**config.mk**
```make
export PLATFORM = sky130hd
export DESIGN_NAME = adsr_ctrl
export DESIGN_NICKNAME = d
export VERILOG_FILES = /design/src/adsr_pkg.sv /design/src/adsr_ctrl.sv
export SDC_FILE = /design/constraint.sdc
export NUM_CORES = 1
export LEC_CHECK = 0
export ABC_AREA = 1
export BUFFER_PORTS_ARGS = -buffer_cell sky130_fd_sc_hd__buf_2
export CAP_MARGIN = 20
export CORE_AREA = 2 2 39 41
export DETAILED_ROUTE_END_ITERATION = 8
export DIE_AREA = 0 0 41 43
export GPL_TIMING_DRIVEN = 0
export PLACE_DENSITY = 0.39
export SLEW_MARGIN = 5
export SYNTH_ARGS = -nofsm -noshare
export SYNTH_HDL_FRONTEND = slang
export SYNTH_SLANG_ARGS = --single-unit
```
**constraint.sdc**
```tcl
create_clock -name clk -period 1.6 [get_ports clk]
set_input_delay 0.08 -clock clk [delete_from_list [all_inputs] [get_ports clk]]
set_output_delay 0.08 -clock clk [all_outputs]
set_load 0.05 [all_outputs]
```
**src/adsr_pkg.sv**
```systemverilog
// Types and constants shared by the envelope generator's modules.
// No dependencies.
`timescale 1ns / 1ps

package adsr_pkg;

	// Field widths of the channel words and registers.
	localparam int VOICE_W    = 4;
	localparam int OP_W       = 2;
	localparam int LVL_W      = 24;
	localparam int LVL_INT_W  = 8;
	localparam int ATT_W      = 10;
	localparam int MS_W       = 12;
	localparam int CFG_IDX_W  = 3;
	localparam int CFG_DATA_W = 12;

	// Step arithmetic: (span * 45) / (ms * 1000).
	localparam int TICK_US   = 45;
	localparam int MS_SCALE  = 1000;
	localparam int DVD_W     = 30;
	localparam int DVS_W     = 22;
	localparam int DIV_CNT_W = 5;

	// Register indexes of the configuration port.
	localparam logic [CFG_IDX_W-1:0] CFG_ATTACK  = 3'd0;
	localparam logic [CFG_IDX_W-1:0] CFG_DECAY   = 3'd1;
	localparam logic [CFG_IDX_W-1:0] CFG_RELEASE = 3'd2;
	localparam logic [CFG_IDX_W-1:0] CFG_SUSTAIN = 3'd3;
	localparam logic [CFG_IDX_W-1:0] CFG_PEAK    = 3'd4;

	typedef enum logic [1:0] {
		PH_IDLE,
		PH_ATTACK,
		PH_DECAY,
		PH_RELEASE
	} phase_t;

	typedef enum logic [1:0] {
		OP_TICK,
		OP_NOTE_ON,
		OP_NOTE_OFF,
		OP_IGNORE
	} op_t;

	typedef enum logic [1:0] {
		ST_IDLE,
		ST_EVAL,
		ST_DIV,
		ST_UPDATE
	} ctrl_state_t;

	// Commands from the controller to the datapath.
	typedef struct packed {
		logic capture;
		logic load_div;
		logic div_step;
		logic commit;
	} dp_cmd_t;

	// Status from the datapath to the controller.
	typedef struct packed {
		logic need_div;
		logic div_done;
	} dp_status_t;

endpackage

```
**src/adsr_ctrl.sv**
```systemverilog
// Controller state machine of the envelope generator and the result word's valid flag.
// Depends on adsr_pkg for the state, command and status types.
`timescale 1ns / 1ps

module adsr_ctrl import adsr_pkg::*; (
	input  logic       clk,
	input  logic       arst_n,
	input  logic       in_valid,
	output logic       in_ready,
	output logic       out_valid,
	input  logic       out_ready,
	input  dp_status_t status,
	output dp_cmd_t    cmd
);

	ctrl_state_t state_q;
	ctrl_state_t state_d;
	logic        out_valid_q;
	logic        out_free;

	// The result register is free when empty or being emptied this cycle.
	assign out_free = !out_valid_q || out_ready;

	// Next state.
	always_comb begin
		state_d = state_q;
		unique case (state_q)
			ST_IDLE:   if (in_valid) state_d = ST_EVAL;
			ST_EVAL:   state_d = status.need_div ? ST_DIV : ST_UPDATE;
			ST_DIV:    if (status.div_done) state_d = ST_UPDATE;
			ST_UPDATE: if (out_free) state_d = ST_IDLE;
		endcase
	end

	// Outputs and datapath commands.
	always_comb begin
		in_ready     = 1'b0;
		cmd.capture  = 1'b0;
		cmd.load_div = 1'b0;
		cmd.div_step = 1'b0;
		cmd.commit   = 1'b0;
		unique case (state_q)
			ST_IDLE: begin
				in_ready    = 1'b1;
				cmd.capture = in_valid;
			end
			ST_EVAL:   cmd.load_div = 1'b1;
			ST_DIV:    cmd.div_step = 1'b1;
			ST_UPDATE: cmd.commit   = out_free;
		endcase
	end

	always_ff @(posedge clk or negedge arst_n) begin
		if (!arst_n) begin
			state_q <= ST_IDLE;
		end else begin
			state_q <= state_d;
		end
	end

	// Valid flag of the result register.
	always_ff @(posedge clk or negedge arst_n) begin
		if (!arst_n) begin
			out_valid_q <= 1'b0;
		end else if (cmd.commit) begin
			out_valid_q <= 1'b1;
		end else if (out_ready) begin
			out_valid_q <= 1'b0;
		end
	end

	assign out_valid = out_valid_q;

endmodule

```
==> flow_summary.ini, run 1 <==
[critical_path]
crit_family = flip-flops
start_kind = register
arrival_ns = 1.34
r2r-start = state_q[0]
end_kind = primary output
startpoint = state_q[0]
path_class = register to primary output
critPathMaxStageDelay_ns = 0.41
required_ns = 1.52
critical_path.slowest_cell = dfrtp_1
cp_max_fo = 4
path_cells = inv_2, ha_1, nand2_1, inv_1, buf_2
cp_num_buf_inv = 3

[timing]
min_period_ns = 1.42
timing.final.hold_violations = 0
rsz0062_at_grt = false
fmax_mhz = 707
tns_ns = 0
finalSetupViolations = 0
worstMarginPinSlew_ns = 0.250
relSlewSlack_pct = 83.5
skew_ns = 0.00229
drv_slew = 0
period_share_pct = 88.5

[layout]
drive_above_1_share_pct = 37.3
fin_nets = 62
area.growth.synth_to_final_pct = 44.5
mostFrequentLayoutCells = nand2_1 (11), buf_2 (11), inv_1 (7)
num_antenna_cells = 0

[floorplan]
coreArea_um2 = 1380
num_io_pins = 12
rows = 14
start_util_pct = 18.1
die_w_um = 41
dieArea_um2 = 1760
die_h_um = 43

[route]
wl_um = 525
antenna_left = 0
drt-initial-drc-count = 4
drt-vias-per-instance = 3.85
first_pass_iters = 4
drc_errors = 0
vias = 258
wire_per_inst_um = 7.84

[global_route]
grt_max_degree = 6
first_global_vias = 220
antenna_found_initial = 0
grt_usage_pct = 7.05
overflow = 0
grt_pass1_wl_um = 834

[clock_tree]
cts_buffers = 3
cts_sinks = 3
tritoncts = built
cts_setup_buffers = 0
clk_pin_slew_ns = 0.04
root_buffer = clkbuf_4
cts_resized = 0
cts.htree.levels = 1
ctsHoldBuffers = 1
clock_latency_ns = 0.23
clockBufferDepth = 2

[synthesis]
synthSimpleGateAreaFrac_pct = 34.0
synthMuxAreaShare_pct = 0
syn_avg_cell_area_um2 = 7.15
synth_cells = 35
netlist_area_um2 = 250
synth-seq-area-share_pct = 30.0
synth_warnings = 0
synth-adder-area-share_pct = 20.0
ys_ff_latch = 3
synth_fp_nets = 45
synth_xor_area_share_pct = 0
synth_top_family_by_area = simple AND/OR/NAND/NOR gates
synth.distinct_cells = 12
synth_compound_area_share_pct = 4.00

[run]
max_cap_viol_count = 0

[worst_hold_path]
hold_path_class = input pin to register
holdCritStartpoint = out_ready

[placement]
io_buffers = 11
dpl.hpwl_um = 404
gp_congestion = 0.616

[run_status]
status = finished, final reports clean
cell type report:
cell class,instances,area [µm²]
fillers,148,1020
multi-input cells,24,145
flip-flops and latches,3,75.1
repair buffers,12,65.1
inverters,8,30.0
clock buffers,4,26.3
well taps,16,20.0
registers in the layout, summed over array words and instances (netlist names):
register / count
out_valid: 1
state_q: 2
layer usage:
metal	vias to the layer above	routed length [µm]	track usage (%)
met5	-	0	0
met4	0	0	6.00
met2	10	230	9.38
met1	112	249	9.09
li1	136	-	-
met3	0	45	1.57
cell usage after synthesis, drive strengths merged:
cell,instances,area [µm²]
a21oi,2,10.0
inv,8,30.0
dfrtp,3,75.1
nand2,13,53.8
nand3,2,15.0
nor2,2,10.0
ha,4,50.1
nand4,1,6.26
worst reg2reg max path, cell delays in order, from the launching register on:
cell and delay [ns]:
dfrtp_1 0.41, inv_2 0.08, ha_1 0.24, nand2_2 0.10
nand2_1 0.05, nor2_1 0.11, nand2_1 0.06, nand2_1 0.06
stage by stage:
step	util, %	setup slack [ns]	instances	cell area [µm²]	hold WS (ns)
5_1_grt	26.1	0.0674	67	362	0.149
2_1_floorplan	-	0.0757	35	250	-0.216
3_3_place_gp	23.5	0.422	62	325	-0.120
4_1_cts	26.1	0.168	67	362	0.130
6_report	26.1	0.185	67	362	0.120
3_5_place_dp	23.5	0.422	62	325	-0.121
path summary, 6_finish.rpt:
kind | slack [ns] | cells past startpoint | to
setup / recovery | 0.18 | 5 | cmd[3]
hold / removal | 0.12 | 4 | out_valid
hold reg to reg | 0.55 | 2 | out_valid
min in group asynchronous | 0.17 | 2 | out_valid
max in group asynchronous | 1.32 | 2 | state_q[0]
setup reg to reg | 0.43 | 7 | state_q[0]
cell families after synthesis:
kind of cell	Yosys count
buffers and inverters	8
adder cells (fa/ha/maj)	4
AO/OA/AOI/OAI	2
AND/OR/NAND/NOR	18
flip-flops	3
Power of run 1 is left out: the tool's default activity adds up to more than one toggle a clock period on the data nets, which glitch-free logic cannot reach.
==> run 2: changes to the inputs <==
==> constraint.sdc (replaced) <==
create_clock -name clk -period 1.6 [get_ports clk]
set_input_delay 0.16 -clock clk [delete_from_list [all_inputs] [get_ports clk]]
set_output_delay 0.16 -clock clk [all_outputs]
set_load 0.05 [all_outputs]
==> flow_summary.ini, run 2 (same netlist as run 1, synthesis figures left out) <==
[layout]
multiInputGateArea_um2 = 149
fillers = 157
area.growth.synth_to_final_pct = 47.0
ff_latch_area_um2 = 75.1
fin_nets = 62
largest_reg_flops = 2
drive_above_1_share_pct = 39.2
mostFrequentLayoutCells = nand2_1 (11), buf_2 (10), inv_1 (7)
num_antenna_cells = 0
regMostFlops = state_q
layout_commonest_cell = nand2_1

[worst_hold_path]
hold_path_class = input pin to register
holdCritStartpoint = out_ready

[global_route]
first_global_vias = 230
overflow = 0
grt_pass1_wl_um = 869
antenna_found_initial = 0
grt_max_degree = 6
grt_usage_pct = 7.85

[critical_path]
critical_path.slowest_cell = dfrtp_1
path_class = register to primary output
required_ns = 1.44
startpoint = state_q[0]
arrival_ns = 1.31
cp_max_fo = 4
start_kind = register
r2r-start = state_q[0]
cp_num_buf_inv = 3
crit_family = flip-flops
path_cells = inv_2, ha_1, nand2_1, inv_1, clkbuf_4
end_kind = primary output
critPathMaxStageDelay_ns = 0.42

[clock_tree]
root_buffer = clkbuf_4
clock_latency_ns = 0.23
clk_pin_slew_ns = 0.04
cts.htree.levels = 1
cts_sinks = 3
clockBufferDepth = 2
tritoncts = built
cts_buffers = 3
cts_setup_buffers = 0

[route]
drt-initial-drc-count = 3
antenna_left = 0
drt-vias-per-instance = 3.72
wire_per_inst_um = 7.52
first_pass_iters = 2
wl_um = 504
drc_errors = 0
vias = 249

[timing]
drv_slew = 0
relSlewSlack_pct = 83.5
period_share_pct = 91.8
worstMarginPinSlew_ns = 0.249
timing.final.hold_violations = 0
rsz0062_at_grt = false
finalSetupViolations = 0
skew_ns = 0.00235
min_period_ns = 1.47
fmax_mhz = 681
tns_ns = 0

[placement]
io_buffers = 11
gp_congestion = 0.611
dpl.hpwl_um = 397

[run]
max_cap_viol_count = 0

[floorplan]
die_w_um = 41
num_io_pins = 12
start_util_pct = 18.1
dieArea_um2 = 1760
rows = 14
coreArea_um2 = 1380
die_h_um = 43

[run_status]
status = finished, final reports clean
-- run 2: per-layer routing --
metal  up-vias  track usage [%]  wire length [µm]
li1        138                -                 -
met1       103             8.44               249
met2         8             10.6               221
met3         0             4.71                33
met4         0             6.00                 0
met5         -                0                 0
-- run 2: tightest hold or removal path: cells and delay by family --
kind	cells	cell delay, ns
AND/OR/NAND/NOR	2	0.11
buffers and inverters	2	0.13
-- run 2: area by class of cell --
type | count | area share, %
tap | 16 | 5.44
inverter | 8 | 8.16
sequential | 3 | 20.4
multi-input combinational | 24 | 40.5
clock buffer | 4 | 7.14
timing repair buffer | 12 | 18.4
-- run 2: final timing paths --
check | endpoint | slack [ns] | cells after the start
setup / recovery | cmd[3] | 0.13 | 5
hold / removal | out_valid | 0.21 | 4
setup reg to reg | state_q[0] | 0.43 | 6
hold reg to reg | state_q[1] | 0.56 | 2
max in group asynchronous | state_q[1] | 1.24 | 2
min in group asynchronous | state_q[0] | 0.25 | 2
-- run 2: repair_timing --
item / CTS / global route
resized for setup: 0 / 1
endpoints found under the hold margin: 3 / 0
hold buffers: 1 / 0
setup endpoints to repair: 0 / 1
-- run 2: metrics by stage --
step / cells / area (µm²) / hold WS [ns] / setup WS [ns] / util (%)
after global placement: 62 / 329 / -0.0405 / 0.345 / 23.8
after detailed placement: 62 / 329 / -0.0425 / 0.347 / 23.8
after floorplan: 35 / 254 / -0.136 / 0.00987 / -
after global routing: 67 / 368 / 0.232 / 0.0117 / 26.6
final: 67 / 368 / 0.214 / 0.131 / 26.6
after CTS: 67 / 365 / 0.206 / 0.0872 / 26.4
Power of run 2 is left out for the same reason.
==> run 3: changes to the inputs <==
--- a/config.mk
+++ b/config.mk
@@ -13,6 +13,7 @@
 export DIE_AREA = 0 0 41 43
 export GPL_TIMING_DRIVEN = 0
 export PLACE_DENSITY = 0.39
+export RECOVER_POWER = 25
 export SLEW_MARGIN = 5
 export SYNTH_ARGS = -nofsm -noshare
 export SYNTH_HDL_FRONTEND = slang
==> flow_summary.ini, run 3 (same netlist as run 1, synthesis figures left out) <==
[critical_path]
r2r_end = state_q[0]
critPathMaxStageDelay_ns = 0.42
start_kind = register
path_depth = 5
cp_max_fo = 4
startpoint = state_q[0]
r2r_cells = 6
required_ns = 1.44
crit_family = flip-flops
r2r_slack_ns = 0.43
critPathCapture = cmd[3]
path_class = register to primary output
arrival_ns = 1.31
r2r-start = state_q[0]
end_kind = primary output
critical_path.slowest_cell = dfrtp_1
cp_num_buf_inv = 3
path_cells = inv_2, ha_1, nand2_1, inv_1, clkbuf_4

[timing]
tns_ns = 0
min_period_ns = 1.47
timing.final.hold_violations = 0
fmax_mhz = 681
worstMarginPinSlew_ns = 0.249
rsz0062_at_grt = false
finalSetupViolations = 0
drv_slew = 0
period_share_pct = 91.8
relSlewSlack_pct = 83.5
skew_ns = 0.00213

[clock_tree]
clockBufferDepth = 2
clk_pin_slew_ns = 0.04
root_buffer = clkbuf_4
cts.htree.levels = 1
clock_latency_ns = 0.23
cts_sinks = 3
tritoncts = built
cts_buffers = 3

[layout]
area.growth.synth_to_final_pct = 46.5
largest_reg_flops = 2
mostFrequentLayoutCells = nand2_1 (11), buf_2 (9), inv_1 (7)
regMostFlops = state_q
fin_nets = 62
num_antenna_cells = 0
drive_above_1_share_pct = 37.3
layout_commonest_cell = nand2_1

[route]
drc_errors = 0
drt-initial-drc-count = 3
first_pass_iters = 2
wl_um = 502
wire_per_inst_um = 7.49
drt-vias-per-instance = 3.72
antenna_left = 0
vias = 249

[global_route]
overflow = 0
use_met1_pct = 8.44
antenna_found_initial = 0
top_usage_layer = met2
grt.met3_usage_pct = 4.71
use_met2_pct = 10.6
grt_max_degree = 6
grt_pass1_wl_um = 869
grt_usage_pct = 7.85
first_global_vias = 230

[floorplan]
coreArea_um2 = 1380
die_w_um = 41
dieArea_um2 = 1760
rows = 14
num_io_pins = 12
die_h_um = 43
start_util_pct = 18.1

[worst_hold_path]
hold_path_class = input pin to register

[placement]
io_buffers = 11
dpl.hpwl_um = 397
gp_congestion = 0.611

[run_status]
status = finished, final reports clean

[run]
max_cap_viol_count = 0
-- run 3: cell count changes in the layout (fill, tap and decap cells not counted) --
cell and change:
buf_2 -1, clkbuf_1 +1
-- run 3: layout make-up --
class / instances / area, µm²
fill: 158 / 1020
multi-input combinational: 24 / 149
sequential: 3 / 75.1
timing repair buffer: 12 / 66.3
inverter: 8 / 30.0
clock buffer: 4 / 26.3
tap: 16 / 20.0
-- run 3: tightest hold or removal path, cell delays in order --
cell and delay, ns:
buf_2 0.07, inv_1 0.06, nand2_1 0.06, nand2_1 0.05
-- run 3: worst min-delay path by stage --
stage,slack (ns),to,cells after the start,from
floorplan,-0.14,out_valid,0,arst_n
CTS,0.21,out_valid,4,out_ready
global placement,-0.04,state_q[0],1,arst_n
finish,0.21,out_valid,4,out_ready
detailed placement,-0.04,state_q[0],1,arst_n
global route,0.23,out_valid,4,out_ready
-- run 3: metal layers --
layer | up-vias | part of all wire [%]
met3 | 0 | 6.6
met1 | 103 | 49
met2 | 8 | 44
li1 | 138 | -
met5 | - | 0
met4 | 0 | 0
-- run 3: what timing repair did --
item,in CTS,in global routing
gates resized for setup,0,1
setup buffers,0,0
hold buffers,1,0
endpoints found under the hold margin,3,0
endpoints found under the setup margin,0,1
-- run 3: stage by stage --
step	hold WS [ns]	worst slack (ns)	cell area, µm²	util [%]	std cells
after floorplan	-0.136	0.00987	254	-	35
after global placement	-0.0405	0.345	329	23.8	62
after detailed placement	-0.0425	0.347	329	23.8	62
after CTS	0.206	0.0872	365	26.4	67
after global routing	0.232	0.0117	367	26.5	67
final	0.214	0.131	367	26.5	67
Power of run 3 is left out for the same reason.
