**config.mk**
```make
export PLATFORM = sky130hd
export DESIGN_NAME = adsr_dp
export DESIGN_NICKNAME = d
export VERILOG_FILES = /design/src/adsr_pkg.sv /design/src/adsr_div.sv /design/src/adsr_dp.sv
export SDC_FILE = /design/constraint.sdc
export NUM_CORES = 2
export LEC_CHECK = 0
export BUFFER_PORTS_ARGS = -buffer_cell sky130_fd_sc_hd__buf_2
export CORE_MARGIN = 5
export CORE_UTILIZATION = 28
export CTS_CLUSTER_DIAMETER = 100
export CTS_CLUSTER_SIZE = 30
export DETAILED_ROUTE_END_ITERATION = 8
export PLACE_DENSITY_LB_ADDON = 0.12
export SLEW_MARGIN = 20
export SYNTH_ARGS = -nofsm -noshare
export SYNTH_HDL_FRONTEND = slang
export SYNTH_HIERARCHICAL = 1
export SYNTH_SLANG_ARGS = --single-unit
export TNS_END_PERCENT = 50
```
**constraint.sdc**
```tcl
create_clock -name clk -period 17.5 [get_ports clk]
set_input_delay 2.625 -clock clk [delete_from_list [all_inputs] [get_ports clk]]
set_output_delay 2.625 -clock clk [all_outputs]
set_load 0.005 [all_outputs]
```
**src/adsr_pkg.sv**
```systemverilog
// Types and constants shared by the envelope generator's modules.
// No dependencies.
`timescale 1ns / 1ps

package adsr_pkg;

	// Field widths of the channel words and registers.
	localparam int VOICE_W    = 4;
	localparam int OP_W       = 2;
	localparam int LVL_W      = 24;
	localparam int LVL_INT_W  = 8;
	localparam int ATT_W      = 10;
	localparam int MS_W       = 12;
	localparam int CFG_IDX_W  = 3;
	localparam int CFG_DATA_W = 12;

	// Step arithmetic: (span * 45) / (ms * 1000).
	localparam int TICK_US   = 45;
	localparam int MS_SCALE  = 1000;
	localparam int DVD_W     = 30;
	localparam int DVS_W     = 22;
	localparam int DIV_CNT_W = 5;

	// Register indexes of the configuration port.
	localparam logic [CFG_IDX_W-1:0] CFG_ATTACK  = 3'd0;
	localparam logic [CFG_IDX_W-1:0] CFG_DECAY   = 3'd1;
	localparam logic [CFG_IDX_W-1:0] CFG_RELEASE = 3'd2;
	localparam logic [CFG_IDX_W-1:0] CFG_SUSTAIN = 3'd3;
	localparam logic [CFG_IDX_W-1:0] CFG_PEAK    = 3'd4;

	typedef enum logic [1:0] {
		PH_IDLE,
		PH_ATTACK,
		PH_DECAY,
		PH_RELEASE
	} phase_t;

	typedef enum logic [1:0] {
		OP_TICK,
		OP_NOTE_ON,
		OP_NOTE_OFF,
		OP_IGNORE
	} op_t;

	typedef enum logic [1:0] {
		ST_IDLE,
		ST_EVAL,
		ST_DIV,
		ST_UPDATE
	} ctrl_state_t;

	// Commands from the controller to the datapath.
	typedef struct packed {
		logic capture;
		logic load_div;
		logic div_step;
		logic commit;
	} dp_cmd_t;

	// Status from the datapath to the controller.
	typedef struct packed {
		logic need_div;
		logic div_done;
	} dp_status_t;

endpackage

```
**src/adsr_div.sv**
```systemverilog
// Restoring divider that retires one quotient bit per cycle in which step is high.
// Depends on adsr_pkg for the operand widths.
`timescale 1ns / 1ps

module adsr_div import adsr_pkg::*; (
	input  logic             clk,
	input  logic             arst_n,
	input  logic             load,
	input  logic             step,
	input  logic [DVD_W-1:0] dividend,
	input  logic [DVS_W-1:0] divisor,
	output logic [DVD_W-1:0] quotient,
	output logic             done
);

	logic [DVS_W-1:0]     rem_q;
	logic [DVD_W-1:0]     quo_q;
	logic [DVS_W-1:0]     dvs_q;
	logic [DIV_CNT_W-1:0] cnt_q;
	logic [DVS_W:0]       trial;
	logic [DVS_W:0]       diff;
	logic                 fits;

	// Bring down the next dividend bit and try the subtraction.
	always_comb begin
		trial = {rem_q, quo_q[DVD_W-1]};
		diff  = trial - {1'b0, dvs_q};
		fits  = trial >= {1'b0, dvs_q};
	end

	// Operands and partial remainder; the dividend shifts out as the quotient shifts in.
	always_ff @(posedge clk) begin
		if (load) begin
			rem_q <= '0;
			quo_q <= dividend;
			dvs_q <= divisor;
		end else if (step) begin
			rem_q <= fits ? diff[DVS_W-1:0] : trial[DVS_W-1:0];
			quo_q <= {quo_q[DVD_W-2:0], fits};
		end
	end

	// Bit counter.
	always_ff @(posedge clk or negedge arst_n) begin
		if (!arst_n) begin
			cnt_q <= '0;
		end else if (load) begin
			cnt_q <= '0;
		end else if (step) begin
			cnt_q <= cnt_q + 1'b1;
		end
	end

	assign done     = step && (cnt_q == DIV_CNT_W'(DVD_W - 1));
	assign quotient = quo_q;

endmodule

```
**src/adsr_dp.sv**
```systemverilog
// Datapath of the envelope generator: registers, per-channel stores, step divider and result word.
// Depends on adsr_pkg and adsr_div.
`timescale 1ns / 1ps

module adsr_dp import adsr_pkg::*; #(
	parameter int VOICES = 16
) (
	input  logic                  clk,
	input  logic                  arst_n,
	input  dp_cmd_t               cmd,
	output dp_status_t            status,
	input  logic                  cfg_write,
	input  logic [CFG_IDX_W-1:0]  cfg_index,
	input  logic [CFG_DATA_W-1:0] cfg_data,
	input  logic [VOICE_W-1:0]    in_voice,
	input  logic [OP_W-1:0]       in_operation,
	input  logic                  in_wave_at_zero,
	output logic [VOICE_W-1:0]    out_voice_out,
	output logic [LVL_W-1:0]      out_level,
	output logic [1:0]            out_phase
);

	localparam int IDX_W = (VOICES > 1) ? $clog2(VOICES) : 1;
	localparam logic [LVL_W-1:0] LVL_MAX = '1;

	// Configuration registers.
	logic [ATT_W-1:0]     attack_ms_q;
	logic [MS_W-1:0]      decay_ms_q;
	logic [MS_W-1:0]      release_ms_q;
	logic [LVL_INT_W-1:0] sustain_q;
	logic [LVL_INT_W-1:0] peak_q;

	// Per-channel stores.
	logic [LVL_W-1:0]  level_mem [VOICES];
	phase_t            phase_mem [VOICES];
	logic [LVL_W-1:0]  rs_mem    [VOICES];
	logic [VOICES-1:0] entry_valid_q;

	// Current item and the channel state read for it.
	logic [VOICE_W-1:0] voice_q;
	op_t                op_q;
	logic               waz_q;
	logic               in_range_q;
	logic [LVL_W-1:0]   lvl_rd_q;
	phase_t             ph_rd_q;
	logic [LVL_W-1:0]   rs_rd_q;
	logic               vld_rd_q;

	// Result word.
	logic [VOICE_W-1:0] voice_out_q;
	logic [LVL_W-1:0]   level_out_q;
	phase_t             phase_out_q;

	logic [IDX_W-1:0] addr_in;
	logic [IDX_W-1:0] addr_q;
	logic [LVL_W-1:0] lvl_cur;
	phase_t           ph_cur;
	logic [LVL_W-1:0] peak_lvl;
	logic [LVL_W-1:0] sus_lvl;
	logic [LVL_W-1:0] span;
	logic [MS_W-1:0]  ms;
	logic             need_div;
	logic [DVD_W-1:0] dividend;
	logic [DVS_W-1:0] divisor;
	logic [DVD_W-1:0] quo;
	logic             div_done;
	logic [LVL_W-1:0] step_sz;
	logic [LVL_W-1:0] nlvl;
	phase_t           nph;
	logic             wr_en;

	// Configuration writes; indexes past the list are ignored.
	always_ff @(posedge clk or negedge arst_n) begin
		if (!arst_n) begin
			attack_ms_q  <= ATT_W'(200);
			decay_ms_q   <= MS_W'(1000);
			release_ms_q <= MS_W'(1000);
			sustain_q    <= LVL_INT_W'(100);
			peak_q       <= LVL_INT_W'(255);
		end else if (cfg_write) begin
			case (cfg_index)
				CFG_ATTACK:  attack_ms_q  <= cfg_data[ATT_W-1:0];
				CFG_DECAY:   decay_ms_q   <= cfg_data[MS_W-1:0];
				CFG_RELEASE: release_ms_q <= cfg_data[MS_W-1:0];
				CFG_SUSTAIN: sustain_q    <= cfg_data[LVL_INT_W-1:0];
				CFG_PEAK:    peak_q       <= cfg_data[LVL_INT_W-1:0];
				default: ;
			endcase
		end
	end

	assign addr_in  = IDX_W'(in_voice);
	assign addr_q   = IDX_W'(voice_q);
	assign peak_lvl = {peak_q, 16'h0000};
	assign sus_lvl  = {sustain_q, 16'h0000};
	assign wr_en    = cmd.commit && in_range_q;

	// Capture the input word.
	always_ff @(posedge clk) begin
		if (cmd.capture) begin
			voice_q    <= in_voice;
			op_q       <= op_t'(in_operation);
			waz_q      <= in_wave_at_zero;
			in_range_q <= (32'(in_voice) < VOICES);
			vld_rd_q   <= entry_valid_q[addr_in];
		end
	end

	// Channel stores: registered read on capture, write back on commit.
	always_ff @(posedge clk) begin
		if (cmd.capture) begin
			lvl_rd_q <= level_mem[addr_in];
			ph_rd_q  <= phase_mem[addr_in];
			rs_rd_q  <= rs_mem[addr_in];
		end
		if (wr_en) begin
			level_mem[addr_q] <= nlvl;
			phase_mem[addr_q] <= nph;
		end
		if (wr_en && (op_q == OP_NOTE_OFF)) begin
			rs_mem[addr_q] <= lvl_cur;
		end
	end

	// A channel never written since reset reads as silent and inactive.
	always_ff @(posedge clk or negedge arst_n) begin
		if (!arst_n) begin
			entry_valid_q <= '0;
		end else if (wr_en) begin
			entry_valid_q[addr_q] <= 1'b1;
		end
	end

	assign lvl_cur = vld_rd_q ? lvl_rd_q : '0;
	assign ph_cur  = vld_rd_q ? ph_rd_q : PH_IDLE;

	// Decide whether this tick ramps, and pick the span and time for its step.
	always_comb begin
		span     = peak_lvl;
		ms       = MS_W'(attack_ms_q);
		need_div = 1'b0;
		if ((op_q == OP_TICK) && in_range_q) begin
			unique case (ph_cur)
				PH_ATTACK: begin
					need_div = (attack_ms_q != '0) && (lvl_cur < peak_lvl);
				end
				PH_DECAY: begin
					ms       = decay_ms_q;
					need_div = (decay_ms_q != '0) && (lvl_cur > sus_lvl);
				end
				PH_RELEASE: begin
					span     = rs_rd_q;
					ms       = release_ms_q;
					need_div = (release_ms_q != '0) && (lvl_cur != '0);
				end
				PH_IDLE: ;
			endcase
		end
	end

	// Scale both operands by constants; the products are registered inside the divider.
	assign dividend = DVD_W'(span) * DVD_W'(TICK_US);
	assign divisor  = DVS_W'(ms) * DVS_W'(MS_SCALE);

	adsr_div u_div (
		.clk      (clk),
		.arst_n   (arst_n),
		.load     (cmd.load_div),
		.step     (cmd.div_step),
		.dividend (dividend),
		.divisor  (divisor),
		.quotient (quo),
		.done     (div_done)
	);

	assign status.need_div = need_div;
	assign status.div_done = div_done;

	// A step that truncates to zero still moves by one LSB.
	always_comb begin
		if (quo == '0) begin
			step_sz = LVL_W'(1);
		end else if (quo > DVD_W'(LVL_MAX)) begin
			step_sz = LVL_MAX;
		end else begin
			step_sz = quo[LVL_W-1:0];
		end
	end

	// New level and phase of the channel.
	always_comb begin
		nlvl = lvl_cur;
		nph  = ph_cur;
		unique case (op_q)
			OP_TICK: begin
				unique case (ph_cur)
					PH_ATTACK: begin
						if (attack_ms_q == '0) begin
							nlvl = peak_lvl;
							nph  = PH_DECAY;
						end else if (lvl_cur < peak_lvl) begin
							nlvl = (peak_lvl - lvl_cur <= step_sz) ? peak_lvl : lvl_cur + step_sz;
						end else begin
							nph = PH_DECAY;
						end
					end
					PH_DECAY: begin
						if (decay_ms_q == '0) begin
							nlvl = sus_lvl;
						end else if (lvl_cur > sus_lvl) begin
							nlvl = (lvl_cur - sus_lvl <= step_sz) ? sus_lvl : lvl_cur - step_sz;
						end
					end
					PH_RELEASE: begin
						if (release_ms_q == '0) begin
							if (waz_q) begin
								nlvl = '0;
								nph  = PH_IDLE;
							end
						end else if (lvl_cur != '0) begin
							nlvl = (lvl_cur <= step_sz) ? '0 : lvl_cur - step_sz;
						end else begin
							nph = PH_IDLE;
						end
					end
					PH_IDLE: ;
				endcase
			end
			OP_NOTE_ON:  nph = PH_ATTACK;
			OP_NOTE_OFF: nph = PH_RELEASE;
			OP_IGNORE:   ;
		endcase
	end

	// Result word; a channel outside the store reports silence.
	always_ff @(posedge clk) begin
		if (cmd.commit) begin
			voice_out_q <= voice_q;
			level_out_q <= in_range_q ? nlvl : '0;
			phase_out_q <= in_range_q ? nph : PH_IDLE;
		end
	end

	assign out_voice_out = voice_out_q;
	assign out_level     = level_out_q;
	assign out_phase     = phase_out_q;

endmodule

```
==> impl_results.rst <==
.. list-table::
   :header-rows: 1

   * - Metric
     - Value
   * - Outcome
     - complete, no violations
   * - Mean instance size in the synthesized netlist
     - 15.6 sq um
   * - Hold Fails Final Rpt
     - 0
   * - Total net switching power
     - 2500 uW
   * - Cell at the root of the clock tree
     - sky130_fd_sc_hd__clkbuf_16
   * - CP Data Arrival Time
     - ~4.4 ns
   * - Sequential cell fraction of total power
     - 43.4%
   * - Buffers & Inverters on Critical Path
     - 3
   * - Aggregate global-route resource usage
     - between 10% and 20%
   * - Sinks on Clock Net
     - 1033
   * - Type of element launching the critical path
     - flop
   * - CTS tree
     - done
   * - Most frequently used cell type in the post-synthesis netlist
     - sky130_fd_sc_hd__edfxtp_1
   * - Inserted Clock Buffers
     - between 40 and 50
   * - Number of enable flip-flop cells after synthesis
     - 940
   * - Flop and latch count out of synthesis
     - 1033
   * - Largest vdd supply drop
     - 0.000102 V
   * - Maximum clock rate
     - approximately 140 MHz
   * - Clock Power Share
     - 19.7%
   * - Number of routed nets with antenna violations
     - 0
   * - Total length of routed wires
     - 148000 um
   * - RSZ-0062 raised after global routing
     - no
   * - Post-synthesis cell type count
     - about 110
   * - Total congestion overflow after global routing
     - 0
   * - Maximum clock insertion buffer count
     - 3
   * - Dominant combinational cell family by area after synthesis
     - multiplexers
   * - Final setup viols
     - 0
   * - Die span in x
     - 436 um
   * - HPWL after DPL
     - 95000 um
   * - Cell type with the largest total area after synthesis
     - sky130_fd_sc_hd__edfxtp_1
   * - Share of the synthesized area in the top cell type
     - a little under three fifths
   * - Leakage Power
     - 0.0195 uW
   * - Setup Total Neg Slack
     - 0 ns
   * - Yosys Warn Count
     - 6
   * - Area Growth Syn to Fin
     - 9.75%
   * - Switching share of power
     - 34.9%
   * - H-Tree Depth
     - 2
   * - Flip-flop cell with the highest count after synthesis
     - sky130_fd_sc_hd__edfxtp_1
   * - Clock-pin slew on the worst setup and hold paths
     - 0.12 ns
   * - Maximum number of pins on one net before global-route repair
     - 118
   * - Proportion of layout cells with a drive suffix above 1
     - 20.5%
   * - Number of search-and-repair iterations in the first detailed-routing pass
     - 5
   * - Core Footprint
     - ~180000 sq um
   * - Combinational share of power
     - ~37%
   * - Gate Count Post-Synth
     - ~3200
   * - Max-cap check violation count
     - 0
   * - Share of flip-flops with an asynchronous set or reset
     - 6.87%
   * - Critical Path End Type
     - output pin
   * - Setup skew after layout
     - about 0.08 ns
   * - Port Buffers
     - 60
   * - Utilization of the core after routing
     - between 30% and 40%
   * - Insertion delay to the later sink of the worst-skew pair
     - 0.72 ns
   * - FP Rows
     - about 160
   * - P_int
     - 4660 uW
   * - Die area
     - 190000 sq um
   * - Filler Cell Count
     - 17700
   * - Total cell area at the placement stage
     - 54100 sq um
   * - XOR/XNOR share of the synthesized area
     - around 1.7%
   * - Count of buffers added by post-CTS timing repair for setup
     - 0
   * - Ranking of synthesized cells by area
     - sky130_fd_sc_hd__edfxtp_1 56%, sky130_fd_sc_hd__mux4_2 11%, sky130_fd_sc_hd__ha_1 5.5%, sky130_fd_sc_hd__fa_1 3.3%, sky130_fd_sc_hd__dfrtp_1 2.2%
   * - Placer Congestion
     - 0.845
   * - Kind of critical path
     - flop to output pin
   * - Initial core utilization
     - 28.1%
   * - Critical-path cell with the highest stage delay
     - sky130_fd_sc_hd__inv_1
   * - Total of hold buffers inserted after clock tree synthesis
     - 0
   * - Post-layout nets
     - 3631
   * - Maximum fanout count along the critical path
     - 41
   * - Cell Chain, Critical Path
     - buf_4, nand2_1, inv_1, ha_1, a21o_1, a221oi_1, a21oi_1, nand3_2, o21a_1, a21oi_1, buf_2
   * - Leading post-synthesis cells by instance count
     - 940 x sky130_fd_sc_hd__edfxtp_1, 255 x sky130_fd_sc_hd__mux4_2, 224 x sky130_fd_sc_hd__ha_1
   * - Cell area after layout
     - 55700 sq um
   * - Compound-Gate Fraction of Synth Area
     - 6.82%
   * - Type of the worst min-delay path
     - flop to flop
   * - Delay of the slowest critical-path stage
     - roughly 0.75 ns
   * - Data required time of the worst path
     - between 10 and 15 ns
   * - Total number of vias
     - 28300
   * - Cell type group with the largest total delay on the critical path
     - buffers and inverters
   * - Number of DRC markers after the initial detailed-route iteration
     - 1953
   * - Number of placed I/O pins
     - 61
   * - Post-DR wirelength/cell
     - 26.0 um
   * - Max-slew violation total from the final report
     - 0
   * - Combined area of all synthesized cells
     - just over 50000 sq um
   * - Via density per instance
     - 4.97
   * - Mux contribution to synthesized area
     - 13.6%
   * - Slew of the pin with the lowest slew margin
     - 1.11 ns
   * - Power density over cell area
     - 129 nW/um^2
   * - Number of logic stages on the critical path including buffering
     - 11
   * - Hold-critical path depth
     - 1
   * - First-pass GRT wire length
     - roughly 210000 um
   * - Final critical-path share of the clock period
     - 40.3%
   * - Post-detailed-route DRC marker count
     - 0
   * - Share of synthesized cell area in full adder, half adder and majority cells
     - 8.83%
   * - Resized cells post-CTS
     - 0
   * - Vias in the first global route
     - 29700
   * - Height of the chip
     - roughly 440 um
   * - Critical path's most frequent cell
     - sky130_fd_sc_hd__a21oi_1
   * - Post-synthesis simple-gate area fraction
     - roughly 6%
   * - Post-layout min period
     - between 7 and 8 ns
   * - Relative slew slack
     - roughly 26%
   * - Sequential share of the synthesized area
     - between 60% and 70%
   * - Worst r2r path cells
     - 20
   * - Initial antenna violation count
     - 2
path summary, 6_finish.rpt:
check	startpoint	to	slack (ns)
min in group asynchronous	arst_n	u_div/cnt_q[3]$_DFFE_PN0P_	1.78
max in group asynchronous	arst_n	entry_valid_q[5]$_DFFE_PN0P_	14.63
max	vld_rd_q$_DFFE_PP_	status[1]	10.45
max reg2reg	lvl_rd_q[7]$_DFFE_PP_	level_mem[1][5]$_DFFE_PP_	10.70
min	entry_valid_q[4]$_DFFE_PN0P_	entry_valid_q[4]$_DFFE_PN0P_	0.48
min reg2reg	entry_valid_q[4]$_DFFE_PN0P_	entry_valid_q[4]$_DFFE_PN0P_	0.48
area by class of cell:
| type | instances | area [sq um] | area share, % |
|---|---|---|---|
| Antenna cell | 3 | 7.51 | 0.0135 |
| Clock buffer | 61 | 1260 | 2.26 |
| Clock inverter | 20 | 350 | 0.629 |
| Inverter | 209 | 785 | 1.41 |
| Multi-Input combinational cell | 1875 | 19000 | 34.1 |
| Sequential cell | 1033 | 30500 | 54.7 |
| Tap cell | 2370 | 2970 | 5.32 |
| Timing Repair Buffer | 127 | 848 | 1.52 |
power groups by stage:
stage	Clock [uW]	Sequential, uW	Combinational, uW
3_3_place_gp	0	3170	2690
5_1_grt	1560	3130	2990
4_1_cts	1480	3120	2690
2_1_floorplan	0	3110	2010
6_report	1410	3110	2640
3_5_place_dp	0	3170	2670
kinds of logic after synthesis:
group / Yosys count
and+or+nand+nor: 617
other: 1
buffers and inverters: 340
muxes: 361
AOI/OAI and AO/OA: 488
xor gates and xnor gates: 98
adders and majority gates: 308
DFF: 1033
state kept, by name, summed over array words and instances (netlist names):
name,cells
rs_rd_q,24
ph_rd_q,2
u_div/dvs_q,22
waz_q,1
out_phase,2
peak_q,8
u_div/quotient,30
out_level,24
attack_ms_q,10
vld_rd_q,1
u_div/cnt_q,5
rs_mem,384
lvl_rd_q,24
addr_q,4
out_voice_out,4
level_mem,384
sustain_q,8
u_div/rem_q,22
op_q,2
decay_ms_q,12
phase_mem,32
release_ms_q,12
entry_valid_q,16
layout by cell type, fill, tap and decap left out, types with 22 or more instances in the layout:
cell and n:
sky130_fd_sc_hd__dfrtp_1 45, sky130_fd_sc_hd__clkbuf_16 48, sky130_fd_sc_hd__mux4_2 255, sky130_fd_sc_hd__dfstp_2 26, sky130_fd_sc_hd__nand4_1 31, sky130_fd_sc_hd__inv_1 209, sky130_fd_sc_hd__a21oi_1 120, sky130_fd_sc_hd__nor4_1 22
sky130_fd_sc_hd__dfxtp_1 22, sky130_fd_sc_hd__nand2_1 145, sky130_fd_sc_hd__nand3_1 44, sky130_fd_sc_hd__o21ai_0 58, sky130_fd_sc_hd__or2_2 26, sky130_fd_sc_hd__nor2_1 140, sky130_fd_sc_hd__xor2_1 27, sky130_fd_sc_hd__and3_1 26
sky130_fd_sc_hd__ha_1 224, sky130_fd_sc_hd__edfxtp_1 940, sky130_fd_sc_hd__xnor2_1 71, sky130_fd_sc_hd__buf_4 71, sky130_fd_sc_hd__o21a_1 23, sky130_fd_sc_hd__mux2_2 90, sky130_fd_sc_hd__fa_1 84, sky130_fd_sc_hd__nor3_1 35
sky130_fd_sc_hd__buf_2 53, sky130_fd_sc_hd__a21o_1 44
routing by layer:
metal	GRT usage [%]	part of all wire, %	routed length [um]
met1	21.0	46	68700
met2	26.4	49	72700
met3	1.38	2.6	3830
met4	3.15	2.1	3050
met5	0	0	0
stage by stage:
stage	hold slack (ns)	worst slack [ns]	total power [uW]	cells
after floorplan	0.434	11.20	5120	3248
after global placement	0.451	10.61	5860	5614
after detailed placement	0.448	10.58	5840	5614
after CTS	0.479	10.36	7280	5695
after global routing	0.484	10.19	7680	5695
final	0.476	10.45	7160	5698
worst reg2reg max path: stages (launching register included):
cell                       delay [ns]
sky130_fd_sc_hd__edfxtp_1        0.59
sky130_fd_sc_hd__or4_1           0.63
sky130_fd_sc_hd__o41ai_4         0.61
sky130_fd_sc_hd__a31oi_1         0.25
sky130_fd_sc_hd__o21bai_1        0.20
sky130_fd_sc_hd__a21oi_1         0.13
sky130_fd_sc_hd__o21ai_1         0.24
sky130_fd_sc_hd__a21o_1          0.15
sky130_fd_sc_hd__a21oi_1         0.07
sky130_fd_sc_hd__xnor2_1         0.14
sky130_fd_sc_hd__ha_1            0.30
sky130_fd_sc_hd__nand4_1         0.27
sky130_fd_sc_hd__nor4_2          0.44
sky130_fd_sc_hd__a22oi_1         0.10
sky130_fd_sc_hd__and3_2          0.22
sky130_fd_sc_hd__a211oi_4        0.54
sky130_fd_sc_hd__nand2_1         0.11
sky130_fd_sc_hd__buf_4           0.24
sky130_fd_sc_hd__o21ai_0         0.20
sky130_fd_sc_hd__a21oi_1         0.07
sky130_fd_sc_hd__o31ai_2         0.92
Note: power is estimated with default switching activity, not from simulation.
